<file path="config.mk">
export PLATFORM = sky130hd
export DESIGN_NAME = conversion_slot_allocator_scheduler_top_flat
export DESIGN_NICKNAME = d
export VERILOG_FILES = /design/src/csas_pkg.sv /design/src/csas_channels.sv /design/src/csas_ram.sv /design/src/csas_ctrl.sv /design/src/csas_datapath.sv /design/src/conversion_slot_allocator_scheduler_top.sv /design/src/flat_wrapper.sv
export SDC_FILE = /design/constraint.sdc
export NUM_CORES = 1
export LEC_CHECK = 0
export ABC_CLOCK_PERIOD_IN_PS = 3900
export BUFFER_PORTS_ARGS = -buffer_cell sky130_fd_sc_hd__buf_2
export CORE_ASPECT_RATIO = 0.7
export CORE_MARGIN = 1
export CORE_UTILIZATION = 50
export DETAILED_ROUTE_END_ITERATION = 8
export MAX_ROUTING_LAYER = met4
export PLACE_DENSITY = 0.75
export SLEW_MARGIN = 20
export SYNTH_ARGS = -nofsm -noshare
export SYNTH_HDL_FRONTEND = slang
export SYNTH_SLANG_ARGS = --single-unit
export TNS_END_PERCENT = 1
</file>
<file path="constraint.sdc">
create_clock -name clk -period 3.9 [get_ports clk]
set_input_delay 0.975 -clock clk [delete_from_list [all_inputs] [get_ports clk]]
set_output_delay 0.975 -clock clk [all_outputs]
set_load 0.02 [all_outputs]
</file>
<file path="src/csas_pkg.sv">
// Shared constants, codes, state type and controller/datapath link structs for the
// conversion slot allocator and scheduler; no dependencies. All but csas_ram import it.

package csas_pkg;

    // Table geometry.
    localparam int SEQ_COUNT = 8;
    localparam int MAX_STEPS = 8;
    localparam int PIN_BITS  = 8;

    localparam int SEQ_W  = $clog2(SEQ_COUNT);
    localparam int STEP_W = $clog2(MAX_STEPS);
    localparam int ADDR_W = SEQ_W + STEP_W;
    localparam int SLOTS  = SEQ_COUNT * MAX_STEPS;

    // Fixed field widths on the channels.
    localparam int CMD_W   = 2;
    localparam int PIN_W   = 8;
    localparam int FSEQ_W  = 3;
    localparam int FSTEP_W = 3;

    typedef enum logic [CMD_W-1:0] {
        CMD_ADD      = 2'd0,
        CMD_REMOVE   = 2'd1,
        CMD_COMPLETE = 2'd2,
        CMD_UNUSED   = 2'd3
    } command_t;

    typedef enum logic [1:0] {
        REQ_NONE,
        REQ_ADD,
        REQ_REMOVE,
        REQ_COMPLETE
    } req_kind_t;

    typedef enum logic [1:0] {
        EMIT_FAIL,
        EMIT_SLOT,
        EMIT_EMPTY,
        EMIT_ROUTE
    } emit_kind_t;

    typedef enum logic [3:0] {
        ST_IDLE,
        ST_DISPATCH,
        ST_SCAN_RD,
        ST_SCAN_CHK,
        ST_SHIFT_STEP,
        ST_SHIFT_WR,
        ST_TRIG,
        ST_EMIT_SLOT,
        ST_EMIT_FAIL,
        ST_COMP_RD0,
        ST_COMP_CHK0,
        ST_COMP_RD,
        ST_COMP_CHK,
        ST_EMIT_EMPTY,
        ST_EMIT_LAST
    } state_t;

    typedef struct packed {
        logic       load;
        logic       scan_inc;
        logic       rd_scan;
        logic       rd_next;
        logic       wr_pin;
        logic       wr_shift;
        logic       wr_zero;
        logic       hit_load;
        logic       cur_load;
        logic       trig_eval;
        logic       emit;
        emit_kind_t emit_kind;
        logic       emit_last;
    } ctrl_cmd_t;

    typedef struct packed {
        req_kind_t kind;
        logic      slot_hit;
        logic      data_zero;
        logic      scan_last;
        logic      step_last;
        logic      j_last;
        logic      out_free;
        logic      running;
    } dp_status_t;

    // Usable steps of a sequence: 8 when index mod 4 is 0, 1 when it is 3, else 4.
    function automatic logic [STEP_W:0] seq_depth(input logic [SEQ_W-1:0] seq);
        logic [1:0] k;
        int         d;
        k = 2'(seq);
        d = (k == 2'd0) ? 8 : ((k == 2'd3) ? 1 : 4);
        if (d > MAX_STEPS) begin
            d = MAX_STEPS;
        end
        return (STEP_W + 1)'(d);
    endfunction

endpackage

</file>
<file path="src/csas_channels.sv">
// Valid/ready channel interfaces for the request and result words.
// Depends on csas_pkg for field widths.

interface csas_req_if;
    import csas_pkg::*;

    logic                valid;
    logic                ready;
    logic [CMD_W-1:0]    command;
    logic [PIN_W-1:0]    pin_ident;
    logic [FSEQ_W-1:0]   done_sequence;

    modport source (output valid, output command, output pin_ident, output done_sequence,
                    input ready);
    modport sink   (input valid, input command, input pin_ident, input done_sequence,
                    output ready);
endinterface

interface csas_rsp_if;
    import csas_pkg::*;

    logic                valid;
    logic                ready;
    logic                success;
    logic [FSEQ_W-1:0]   slot_sequence;
    logic [FSTEP_W-1:0]  slot_step;
    logic [PIN_W-1:0]    routed_pin;
    logic                routed_valid;
    logic                trigger_valid;
    logic [FSEQ_W-1:0]   trigger_sequence;
    logic                running_now;
    logic                last_result;

    modport source (output valid, output success, output slot_sequence, output slot_step,
                    output routed_pin, output routed_valid, output trigger_valid,
                    output trigger_sequence, output running_now, output last_result,
                    input ready);
    modport sink   (input valid, input success, input slot_sequence, input slot_step,
                    input routed_pin, input routed_valid, input trigger_valid,
                    input trigger_sequence, input running_now, input last_result,
                    output ready);
endinterface

</file>
<file path="src/csas_ram.sv">
// Generic single-write, single-read RAM with a registered read port.
// No dependencies.

module csas_ram #(
    parameter int WIDTH = 8,
    parameter int DEPTH = 64
) (
    input  logic                     clk,
    input  logic                     we,
    input  logic [$clog2(DEPTH)-1:0] waddr,
    input  logic [WIDTH-1:0]         wdata,
    input  logic                     re,
    input  logic [$clog2(DEPTH)-1:0] raddr,
    output logic [WIDTH-1:0]         rdata
);
    logic [WIDTH-1:0] mem [DEPTH];
    logic [WIDTH-1:0] rdata_reg;

    always_ff @(posedge clk)
    begin
        if (we)
        begin
            mem[waddr] <= wdata;
        end
        if (re)
        begin
            rdata_reg <= mem[raddr];
        end
    end

    assign rdata = rdata_reg;
endmodule

</file>
<file path="src/csas_ctrl.sv">
// Sequencing state machine: scans, shifts, triggers and emits result words.
// Depends on csas_pkg; drives csas_datapath through ctrl_cmd_t.

module csas_ctrl (
    input  logic                  clk,
    input  logic                  rst_n,
    input  logic                  req_valid,
    output logic                  req_ready,
    input  csas_pkg::dp_status_t  status,
    output csas_pkg::ctrl_cmd_t   cmd
);
    import csas_pkg::*;

    state_t state_reg;
    state_t state_next;

    always_ff @(posedge clk or negedge rst_n)
    begin
        if (!rst_n)
        begin
            state_reg <= ST_IDLE;
        end
        else
        begin
            state_reg <= state_next;
        end
    end

    always_comb
    begin
        state_next    = state_reg;
        cmd           = '0;
        cmd.emit_kind = EMIT_FAIL;
        req_ready     = 1'b0;

        case (state_reg)
            ST_IDLE:
            begin
                req_ready = 1'b1;
                if (req_valid)
                begin
                    cmd.load   = 1'b1;
                    state_next = ST_DISPATCH;
                end
            end

            ST_DISPATCH:
            begin
                case (status.kind)
                    REQ_ADD:      state_next = ST_SCAN_RD;
                    REQ_REMOVE:   state_next = ST_SCAN_RD;
                    REQ_COMPLETE: state_next = ST_COMP_RD0;
                    default:      state_next = ST_EMIT_FAIL;
                endcase
            end

            ST_SCAN_RD:
            begin
                cmd.rd_scan = 1'b1;
                state_next  = ST_SCAN_CHK;
            end

            ST_SCAN_CHK:
            begin
                if (status.slot_hit)
                begin
                    if (status.kind == REQ_ADD)
                    begin
                        cmd.wr_pin = 1'b1;
                        state_next = ST_TRIG;
                    end
                    else
                    begin
                        cmd.hit_load = 1'b1;
                        state_next   = ST_SHIFT_STEP;
                    end
                end
                else if (status.scan_last)
                begin
                    state_next = ST_EMIT_FAIL;
                end
                else
                begin
                    cmd.scan_inc = 1'b1;
                    state_next   = ST_SCAN_RD;
                end
            end

            ST_SHIFT_STEP:
            begin
                if (status.j_last)
                begin
                    cmd.wr_zero = 1'b1;
                    state_next  = ST_TRIG;
                end
                else
                begin
                    cmd.rd_next = 1'b1;
                    state_next  = ST_SHIFT_WR;
                end
            end

            ST_SHIFT_WR:
            begin
                cmd.wr_shift = 1'b1;
                state_next   = ST_SHIFT_STEP;
            end

            ST_TRIG:
            begin
                // An add only starts a sequence when conversion is idle.
                cmd.trig_eval = (status.kind == REQ_REMOVE) || !status.running;
                state_next    = ST_EMIT_SLOT;
            end

            ST_EMIT_SLOT:
            begin
                if (status.out_free)
                begin
                    cmd.emit      = 1'b1;
                    cmd.emit_kind = EMIT_SLOT;
                    cmd.emit_last = 1'b1;
                    state_next    = ST_IDLE;
                end
            end

            ST_EMIT_FAIL:
            begin
                if (status.out_free)
                begin
                    cmd.emit      = 1'b1;
                    cmd.emit_kind = EMIT_FAIL;
                    cmd.emit_last = 1'b1;
                    state_next    = ST_IDLE;
                end
            end

            ST_COMP_RD0:
            begin
                cmd.rd_scan   = 1'b1;
                cmd.trig_eval = 1'b1;
                state_next    = ST_COMP_CHK0;
            end

            ST_COMP_CHK0:
            begin
                if (status.data_zero)
                begin
                    state_next = ST_EMIT_EMPTY;
                end
                else
                begin
                    cmd.cur_load = 1'b1;
                    if (status.step_last)
                    begin
                        state_next = ST_EMIT_LAST;
                    end
                    else
                    begin
                        cmd.scan_inc = 1'b1;
                        state_next   = ST_COMP_RD;
                    end
                end
            end

            ST_COMP_RD:
            begin
                cmd.rd_scan = 1'b1;
                state_next  = ST_COMP_CHK;
            end

            ST_COMP_CHK:
            begin
                // The step just read decides whether the held step is the last one.
                if (status.out_free)
                begin
                    cmd.emit      = 1'b1;
                    cmd.emit_kind = EMIT_ROUTE;
                    cmd.emit_last = status.data_zero;
                    if (status.data_zero)
                    begin
                        state_next = ST_IDLE;
                    end
                    else
                    begin
                        cmd.cur_load = 1'b1;
                        if (status.step_last)
                        begin
                            state_next = ST_EMIT_LAST;
                        end
                        else
                        begin
                            cmd.scan_inc = 1'b1;
                            state_next   = ST_COMP_RD;
                        end
                    end
                end
            end

            ST_EMIT_EMPTY:
            begin
                if (status.out_free)
                begin
                    cmd.emit      = 1'b1;
                    cmd.emit_kind = EMIT_EMPTY;
                    cmd.emit_last = 1'b1;
                    state_next    = ST_IDLE;
                end
            end

            ST_EMIT_LAST:
            begin
                if (status.out_free)
                begin
                    cmd.emit      = 1'b1;
                    cmd.emit_kind = EMIT_ROUTE;
                    cmd.emit_last = 1'b1;
                    state_next    = ST_IDLE;
                end
            end

            default:
            begin
                state_next = ST_IDLE;
            end
        endcase
    end
endmodule

</file>
<file path="src/csas_datapath.sv">
// Slot table storage, scan and shift addressing, round-robin trigger search and
// the result word register. Depends on csas_pkg, csas_ram and csas_rsp_if.

module csas_datapath (
    input  logic                          clk,
    input  logic                          rst_n,
    input  logic [csas_pkg::CMD_W-1:0]    req_command,
    input  logic [csas_pkg::PIN_W-1:0]    req_pin_ident,
    input  logic [csas_pkg::FSEQ_W-1:0]   req_done_sequence,
    csas_rsp_if.source                    rsp,
    input  csas_pkg::ctrl_cmd_t           cmd,
    output csas_pkg::dp_status_t          status
);
    import csas_pkg::*;

    req_kind_t           kind_reg;
    logic [PIN_BITS-1:0] pin_reg;
    logic [ADDR_W-1:0]   idx_reg;
    logic [STEP_W-1:0]   j_reg;
    logic [PIN_BITS-1:0] cur_pin_reg;
    logic [STEP_W-1:0]   cur_step_reg;
    logic [SLOTS-1:0]    written_reg;
    logic [SEQ_COUNT-1:0] head_reg;
    logic                running_reg;
    logic                trig_valid_reg;
    logic [SEQ_W-1:0]    trig_seq_reg;
    logic                rd_written_reg;

    logic                out_valid_reg;
    logic                out_success_reg;
    logic [FSEQ_W-1:0]   out_seq_reg;
    logic [FSTEP_W-1:0]  out_step_reg;
    logic [PIN_W-1:0]    out_pin_reg;
    logic                out_rvalid_reg;
    logic                out_tvalid_reg;
    logic [FSEQ_W-1:0]   out_tseq_reg;
    logic                out_run_reg;
    logic                out_last_reg;

    logic [SEQ_W-1:0]    idx_seq;
    logic [STEP_W-1:0]   idx_step;
    logic [ADDR_W-1:0]   raddr;
    logic [ADDR_W-1:0]   waddr;
    logic [PIN_BITS-1:0] wdata;
    logic                we;
    logic                re;
    logic [PIN_BITS-1:0] ram_rdata;
    logic [PIN_BITS-1:0] rdata;
    logic [STEP_W-1:0]   wstep;
    logic [SEQ_W-1:0]    wseq;
    command_t            in_cmd;
    logic [PIN_BITS-1:0] in_pin;
    logic                in_seq_ok;
    req_kind_t           in_kind;
    logic                trig_found;
    logic [SEQ_W-1:0]    trig_seq;
    logic [SEQ_W:0]      cand;
    logic                route_last;

    assign idx_seq  = idx_reg[ADDR_W-1:STEP_W];
    assign idx_step = idx_reg[STEP_W-1:0];

    // Request decode at load time.
    assign in_cmd    = command_t'(req_command);
    assign in_pin    = req_pin_ident[PIN_BITS-1:0];
    assign in_seq_ok = ({1'b0, req_done_sequence} < (FSEQ_W + 1)'(SEQ_COUNT));

    always_comb
    begin
        case (in_cmd)
            CMD_ADD:      in_kind = (in_pin != '0) ? REQ_ADD : REQ_NONE;
            CMD_REMOVE:   in_kind = (in_pin != '0) ? REQ_REMOVE : REQ_NONE;
            CMD_COMPLETE: in_kind = in_seq_ok ? REQ_COMPLETE : REQ_NONE;
            default:      in_kind = REQ_NONE;
        endcase
    end

    // Table memory; an entry never written since reset reads as empty.
    assign re    = cmd.rd_scan || cmd.rd_next;
    assign raddr = cmd.rd_next ? {idx_seq, j_reg + STEP_W'(1)} : idx_reg;
    assign we    = cmd.wr_pin || cmd.wr_shift || cmd.wr_zero;

    always_comb
    begin
        waddr = idx_reg;
        wdata = pin_reg;
        if (cmd.wr_shift)
        begin
            waddr = {idx_seq, j_reg};
            wdata = rdata;
        end
        else if (cmd.wr_zero)
        begin
            waddr = {idx_seq, STEP_W'(MAX_STEPS - 1)};
            wdata = '0;
        end
    end

    assign wstep = waddr[STEP_W-1:0];
    assign wseq  = waddr[ADDR_W-1:STEP_W];

    csas_ram #(
        .WIDTH (PIN_BITS),
        .DEPTH (SLOTS)
    ) u_table (
        .clk   (clk),
        .we    (we),
        .waddr (waddr),
        .wdata (wdata),
        .re    (re),
        .raddr (raddr),
        .rdata (ram_rdata)
    );

    assign rdata = rd_written_reg ? ram_rdata : '0;

    // Round-robin search from the sequence after idx_seq, ending at idx_seq itself.
    always_comb
    begin
        trig_found = 1'b0;
        trig_seq   = '0;
        cand       = '0;
        for (int i = SEQ_COUNT; i >= 1; i--)
        begin
            cand = {1'b0, idx_seq} + (SEQ_W + 1)'(i);
            if (cand >= (SEQ_W + 1)'(SEQ_COUNT))
            begin
                cand = cand - (SEQ_W + 1)'(SEQ_COUNT);
            end
            if (head_reg[cand[SEQ_W-1:0]])
            begin
                trig_found = 1'b1;
                trig_seq   = cand[SEQ_W-1:0];
            end
        end
    end

    // Control state.
    always_ff @(posedge clk or negedge rst_n)
    begin
        if (!rst_n)
        begin
            kind_reg       <= REQ_NONE;
            written_reg    <= '0;
            head_reg       <= '0;
            running_reg    <= 1'b0;
            trig_valid_reg <= 1'b0;
            trig_seq_reg   <= '0;
            rd_written_reg <= 1'b0;
            out_valid_reg  <= 1'b0;
        end
        else
        begin
            if (cmd.load)
            begin
                kind_reg       <= in_kind;
                trig_valid_reg <= 1'b0;
                trig_seq_reg   <= '0;
            end
            if (we)
            begin
                written_reg[waddr] <= 1'b1;
                if (wstep == '0)
                begin
                    head_reg[wseq] <= (wdata != '0);
                end
            end
            if (re)
            begin
                rd_written_reg <= written_reg[raddr];
            end
            if (cmd.trig_eval)
            begin
                trig_valid_reg <= trig_found;
                trig_seq_reg   <= trig_found ? trig_seq : '0;
                running_reg    <= trig_found;
            end
            if (cmd.emit)
            begin
                out_valid_reg <= 1'b1;
            end
            else if (rsp.ready)
            begin
                out_valid_reg <= 1'b0;
            end
        end
    end

    // Payload registers.
    assign route_last = cmd.emit_last;

    always_ff @(posedge clk)
    begin
        if (cmd.load)
        begin
            pin_reg <= in_pin;
            idx_reg <= (in_cmd == CMD_COMPLETE) ?
                       {req_done_sequence[SEQ_W-1:0], STEP_W'(0)} : '0;
        end
        else if (cmd.scan_inc)
        begin
            idx_reg <= idx_reg + ADDR_W'(1);
        end
        if (cmd.hit_load)
        begin
            j_reg <= idx_step;
        end
        else if (cmd.wr_shift)
        begin
            j_reg <= j_reg + STEP_W'(1);
        end
        if (cmd.cur_load)
        begin
            cur_pin_reg  <= rdata;
            cur_step_reg <= idx_step;
        end
        if (cmd.emit)
        begin
            out_last_reg <= cmd.emit_last;
            out_run_reg  <= running_reg;
            case (cmd.emit_kind)
                EMIT_SLOT:
                begin
                    out_success_reg <= 1'b1;
                    out_seq_reg     <= FSEQ_W'(idx_seq);
                    out_step_reg    <= FSTEP_W'(idx_step);
                    out_pin_reg     <= '0;
                    out_rvalid_reg  <= 1'b0;
                    out_tvalid_reg  <= trig_valid_reg;
                    out_tseq_reg    <= FSEQ_W'(trig_seq_reg);
                end
                EMIT_EMPTY:
                begin
                    out_success_reg <= 1'b1;
                    out_seq_reg     <= FSEQ_W'(idx_seq);
                    out_step_reg    <= '0;
                    out_pin_reg     <= '0;
                    out_rvalid_reg  <= 1'b0;
                    out_tvalid_reg  <= trig_valid_reg;
                    out_tseq_reg    <= FSEQ_W'(trig_seq_reg);
                end
                EMIT_ROUTE:
                begin
                    // Only the final routed step carries the trigger.
                    out_success_reg <= 1'b1;
                    out_seq_reg     <= FSEQ_W'(idx_seq);
                    out_step_reg    <= FSTEP_W'(cur_step_reg);
                    out_pin_reg     <= PIN_W'(cur_pin_reg);
                    out_rvalid_reg  <= 1'b1;
                    out_tvalid_reg  <= route_last && trig_valid_reg;
                    out_tseq_reg    <= route_last ? FSEQ_W'(trig_seq_reg) : '0;
                end
                default:
                begin
                    out_success_reg <= 1'b0;
                    out_seq_reg     <= '0;
                    out_step_reg    <= '0;
                    out_pin_reg     <= '0;
                    out_rvalid_reg  <= 1'b0;
                    out_tvalid_reg  <= 1'b0;
                    out_tseq_reg    <= '0;
                end
            endcase
        end
    end

    // running_now is captured with each word, so a held word keeps its value while
    // the next request already updates the running flag.
    assign rsp.valid            = out_valid_reg;
    assign rsp.success          = out_success_reg;
    assign rsp.slot_sequence    = out_seq_reg;
    assign rsp.slot_step        = out_step_reg;
    assign rsp.routed_pin       = out_pin_reg;
    assign rsp.routed_valid     = out_rvalid_reg;
    assign rsp.trigger_valid    = out_tvalid_reg;
    assign rsp.trigger_sequence = out_tseq_reg;
    assign rsp.running_now      = out_run_reg;
    assign rsp.last_result      = out_last_reg;

    // Status back to the controller.
    always_comb
    begin
        status.kind      = kind_reg;
        status.data_zero = (rdata == '0);
        status.slot_hit  = (kind_reg == REQ_ADD) ?
                           ((rdata == '0) && ({1'b0, idx_step} < seq_depth(idx_seq))) :
                           (rdata == pin_reg);
        status.scan_last = (idx_reg == ADDR_W'(SLOTS - 1));
        status.step_last = (idx_step == STEP_W'(MAX_STEPS - 1));
        status.j_last    = (j_reg == STEP_W'(MAX_STEPS - 1));
        status.out_free  = !out_valid_reg || rsp.ready;
        status.running   = running_reg;
    end
endmodule

</file>
<file path="src/conversion_slot_allocator_scheduler_top.sv">
// Top level of the conversion slot allocator and round-robin scheduler.
// Depends on csas_pkg, csas_channels (csas_req_if, csas_rsp_if), csas_ctrl, csas_datapath.
//
// Usage. Request words arrive on req (command, pin_ident, done_sequence) and
// result words leave on rsp; both are valid/ready channels, and a word moves on a
// rising edge with valid and ready high. The block holds a table of 8 sequences by
// 8 step slots in a 64-entry RAM with one read and one write port.
// An add or remove produces exactly one result word. A completion produces one
// word per occupied step of that sequence, in step order, or a single word for an
// empty sequence; last_result marks the final word of every request.
// Sequencing. The block works on one request at a time and takes the
// next one only once the final word of the previous request is in the output
// register. The table scan reads each slot from RAM and then compares it, in index
// order; an add or remove stops at the first hit, and a scan that finds nothing
// reports a failure. A removal then shifts every later step of its sequence down
// one place and writes a zero into the last step. A completion reads the steps of
// its sequence in order until an empty step or the last step.
// Reset. rst_n clears the table at once through per-slot written flags, clears the
// running flag and empties the output register; no clearing sweep is needed.
// Stalls. A result word waits in the output register while rsp.ready is low, and
// the controller holds its position until the register frees up.

module conversion_slot_allocator_scheduler_top (
    input  logic       clk,
    input  logic       rst_n,
    csas_req_if.sink   req,
    csas_rsp_if.source rsp
);
    import csas_pkg::*;

    ctrl_cmd_t  ctrl_cmd;
    dp_status_t dp_status;
    logic       ctrl_ready;

    assign req.ready = ctrl_ready;

    // The controller sequences the scan, shift and emit steps.
    csas_ctrl u_ctrl (
        .clk       (clk),
        .rst_n     (rst_n),
        .req_valid (req.valid),
        .req_ready (ctrl_ready),
        .status    (dp_status),
        .cmd       (ctrl_cmd)
    );

    // The datapath owns the table, the trigger search and the result register.
    csas_datapath u_datapath (
        .clk               (clk),
        .rst_n             (rst_n),
        .req_command       (req.command),
        .req_pin_ident     (req.pin_ident),
        .req_done_sequence (req.done_sequence),
        .rsp               (rsp),
        .cmd               (ctrl_cmd),
        .status            (dp_status)
    );
endmodule

</file>
<file path="src/flat_wrapper.sv">
// flat-port wrapper written by rule: the top's interface ports become plain ports
module conversion_slot_allocator_scheduler_top_flat import csas_pkg::*;
  (clk, rst_n, req_valid, req_command, req_pin_ident, req_done_sequence, req_ready, rsp_valid, rsp_success, rsp_slot_sequence, rsp_slot_step, rsp_routed_pin, rsp_routed_valid, rsp_trigger_valid, rsp_trigger_sequence, rsp_running_now, rsp_last_result, rsp_ready);
  csas_req_if req_i ();
  csas_rsp_if rsp_i ();
  input  logic clk;
  input  logic rst_n;
  input wire logic [$bits(req_i.valid)-1:0] req_valid;
  input wire logic [$bits(req_i.command)-1:0] req_command;
  input wire logic [$bits(req_i.pin_ident)-1:0] req_pin_ident;
  input wire logic [$bits(req_i.done_sequence)-1:0] req_done_sequence;
  output wire logic [$bits(req_i.ready)-1:0] req_ready;
  output wire logic [$bits(rsp_i.valid)-1:0] rsp_valid;
  output wire logic [$bits(rsp_i.success)-1:0] rsp_success;
  output wire logic [$bits(rsp_i.slot_sequence)-1:0] rsp_slot_sequence;
  output wire logic [$bits(rsp_i.slot_step)-1:0] rsp_slot_step;
  output wire logic [$bits(rsp_i.routed_pin)-1:0] rsp_routed_pin;
  output wire logic [$bits(rsp_i.routed_valid)-1:0] rsp_routed_valid;
  output wire logic [$bits(rsp_i.trigger_valid)-1:0] rsp_trigger_valid;
  output wire logic [$bits(rsp_i.trigger_sequence)-1:0] rsp_trigger_sequence;
  output wire logic [$bits(rsp_i.running_now)-1:0] rsp_running_now;
  output wire logic [$bits(rsp_i.last_result)-1:0] rsp_last_result;
  input wire logic [$bits(rsp_i.ready)-1:0] rsp_ready;
  assign req_i.valid = req_valid;
  assign req_i.command = req_command;
  assign req_i.pin_ident = req_pin_ident;
  assign req_i.done_sequence = req_done_sequence;
  assign req_ready = req_i.ready;
  assign rsp_valid = rsp_i.valid;
  assign rsp_success = rsp_i.success;
  assign rsp_slot_sequence = rsp_i.slot_sequence;
  assign rsp_slot_step = rsp_i.slot_step;
  assign rsp_routed_pin = rsp_i.routed_pin;
  assign rsp_routed_valid = rsp_i.routed_valid;
  assign rsp_trigger_valid = rsp_i.trigger_valid;
  assign rsp_trigger_sequence = rsp_i.trigger_sequence;
  assign rsp_running_now = rsp_i.running_now;
  assign rsp_last_result = rsp_i.last_result;
  assign rsp_i.ready = rsp_ready;
  conversion_slot_allocator_scheduler_top u_core (.clk(clk), .rst_n(rst_n), .req(req_i), .rsp(rsp_i));
endmodule
</file>
==> impl_metrics.tcl <==
set metrics [dict create \
    synth_top_area_share_pct 60.6 \
    stdcell_count 2930 \
    largest_reg_flops 512 \
    synthArstFlopShare_pct 13.0 \
    synth_largest_area_cell "edfxtp_1" \
    area_growth_pct 12.9 \
    initial_utilization_pct 50.9 \
    grt_max_degree 72 \
    fin_skew_ns 0.0423 \
    powerDensity_nw_per_um2 750 \
    synth_seq_cells 655 \
    hold_viol_final 0 \
    worstPathCellList "or4b_4, o21ai_4, nand2_8, mux4_2, a2111oi_0, buf_4, o31a_1, a2111oi_2" \
    post-route-drc-count 0 \
    crit_start "u_core.u_ctrl.state_reg[3]$_DFFE_PN0P_" \
    ios 41 \
    synth_top_family_by_area "compound AO/OA/AOI/OAI gates" \
    cts_tree "built" \
    dieWidth_um 286 \
    cp.arrival_ns 4.12 \
    placed_area_um2 30100 \
    synthTopCellsByArea "edfxtp_1 (61%), dfrtp_1 (7.5%), mux4_2 (3.5%)" \
    final_core_util_pct 57.5 \
    grt_usage_pct 28.1 \
    crit_path_end_kind "flip-flop" \
    period_share_pct 96.9 \
    syn-cell-area_um2 28300 \
    antenna_found_initial 1 \
    crit_path_start_kind "flip-flop" \
    vdd_drop_max_mv 0.583 \
    wire_per_inst_um 26.8 \
    rsz0062_at_grt "no" \
    row_count 72 \
    grt_pass1_vias 17900 \
    antenna_cells 0 \
    fin_crit_ns 3.78 \
    ctsLongestPathBuffers 3 \
    hpwlAfterDp_um 50400 \
    syn_nets 2065 \
    avgSynthCellArea_um2 13.9 \
    post-cts-setup-buffers 0 \
    drv_cap 0 \
    postCtsHoldBufs 0 \
    place.gp.congestion 0.978 \
    clock-sinks 655 \
    io_buffer_count 40 \
    relSlewSlack_pct 28.9 \
    dr.first_iter.drc_count 3092 \
    hp-class "reg2reg" \
    num-nets-final 2179 \
    path_class "reg2reg" \
    core_region_area_um2 55500 \
    dr.pass1.iters 6 \
    required_ns 4.23 \
    synth-compound-area-share_pct 11.5 \
    synthAdderAreaFrac_pct 0.841 \
    yosysSeqAreaShare_pct 68.1 \
    slew_violations 0 \
    finalSetupViolations 0 \
    clock_latency_ns 0.62 \
    synth_edf_count 570 \
    synth.mux.area_fraction_pct 6.71 \
    r2r_start "u_core.u_ctrl.state_reg[3]$_DFFE_PN0P_" \
    drt-total-wl_um 78400 \
    design_area_um2 31900 \
    crit_fanout 30 \
    yosys.area_share.simple_pct 9.92 \
    synth_cell_types 82 \
    overflow 0 \
    vias_per_cell 6.48 \
    p_leak_nw 11.2 \
    clk_pin_slew_ns 0.07 \
    die_h_um 201 \
    netlist_top_cells_count "edfxtp_1 (570), nand2_1 (239), o21ai_0 (100)" \
    h-tree-depth 2 \
    clockRootBuffer "clkbuf_16" \
    ant_nets 0 \
    synth_cells 2029 \
    dp.cells 2824 \
    yosysWarnings 0 \
    grt_pass1_wl_um 117000 \
    max_stage_delay_ns 0.73 \
    tightest_slew_ns 1.07 \
    cpMaxStageDelayCell "a2111oi_0" \
    status "finished clean" \
    drive_gt1_share_pct 20.0 \
    min_from "u_core.u_datapath.written_reg[52]$_DFFE_PN0N_" \
    p_total_w 0.0239 \
    synth-main-ff-cell "edfxtp_1" \
    synth_xor_area_share_pct 0.372 \
    tns_ns 0 \
    die-area_um2 57500 \
    yosysMostFrequentCell "edfxtp_1" \
    cts-buffers-inserted 56 \
    dr_total_vias 19000 \
    max_freq_ghz 0.264 \
]
routing by layer:
layer | vias up | GRT usage [%] | routed length [µm]
met2 | 1313 | 37.1 | 32400
met1 | 9516 | 42.5 | 32900
met5 | - | - | 0
met4 | 0 | 6.26 | 1790
li1 | 8036 | - | -
met3 | 131 | 8.22 | 11300
where the power goes:
group / leakage [nW] / internal (W) / total, W / switching [W]
Sequential: 6.32 / 0.00869 / 0.00916 / 0.000464
Combinational: 4.04 / 0.00314 / 0.00916 / 0.00602
Clock: 0.874 / 0.00304 / 0.00559 / 0.00256
stage by stage:
stage	setup WS (ns)	hold WS [ns]
after detailed placement	-0.00730	0.447
final	0.119	0.469
after floorplan	-0.330	0.430
after global placement	0.0713	0.447
after CTS	0.0361	0.464
after global routing	0.0292	0.475
timing repair:
| action | in CTS | in global routing |
|---|---|---|
| pin swaps | 0 | 0 |
| endpoints found under the setup margin | 1 | 4 |
| resized for setup | 1 | 5 |
logic make-up (layout without fill, tap and decap cells):
logic type | after synthesis | count (layout)
and+or+nand+nor | 588 | 588
xor gates and xnor gates | 12 | 12
adders and majority gates | 19 | 19
DFF | 655 | 655
buffers and inverters | 161 | 322
muxes | 131 | 131
AOI/OAI and AO/OA | 463 | 463
cell type report:
cell class	instances	area, µm²
clock buffers	73	1500
clock inverters	32	304
fillers	4292	23600
inverters	30	113
multi-input cells	1213	8450
flip-flops and latches	655	19200
well taps	740	926
repair buffers	187	1360
worst max-delay path, delay by kind of cell (launching register included):
family          cells  cell delay, ns
compound gates      4            1.28
simple gates        2            0.98
buf+inv             1            0.28
mux                 1            0.54
flops               1            0.42
worst paths after layout:
kind | cells after the start | slack (ns) | to
min in group asynchronous | 1 | 0.52 | u_core.u_datapath.rsp.valid$_DFFE_PN0P_
max in group asynchronous | 2 | 2.62 | u_core.u_datapath.written_reg[41]$_DFFE_PN0N_
min reg2reg | 1 | 0.47 | u_core.u_datapath.written_reg[52]$_DFFE_PN0N_
max reg2reg | 8 | 0.12 | u_core.u_datapath.u_table.rdata[4]$_DFFE_PP_
min | 1 | 0.47 | u_core.u_datapath.written_reg[52]$_DFFE_PN0N_
max | 8 | 0.12 | u_core.u_datapath.u_table.rdata[4]$_DFFE_PP_
layout by cell type, fill, tap and decap left out, types with 16 or more instances in the layout:
master     count
and2_1        23
ha_1          19
or2_2         32
o21bai_1      32
a2111oi_0     30
a32o_1        16
o21ai_0       98
and3_1        27
dfrtp_1       85
mux2_2        28
o31a_1        16
mux2i_1       57
inv_1         27
nor2_1        68
nor2_2        23
a31oi_1       19
nand2b_1      30
buf_2         39
a21oi_1       99
nand3_1       80
clkbuf_16     56
a211oi_1      21
nand2_1      239
edfxtp_1     570
buf_4        144
mux4_2        44
Power figures use the tool's default switching activity.
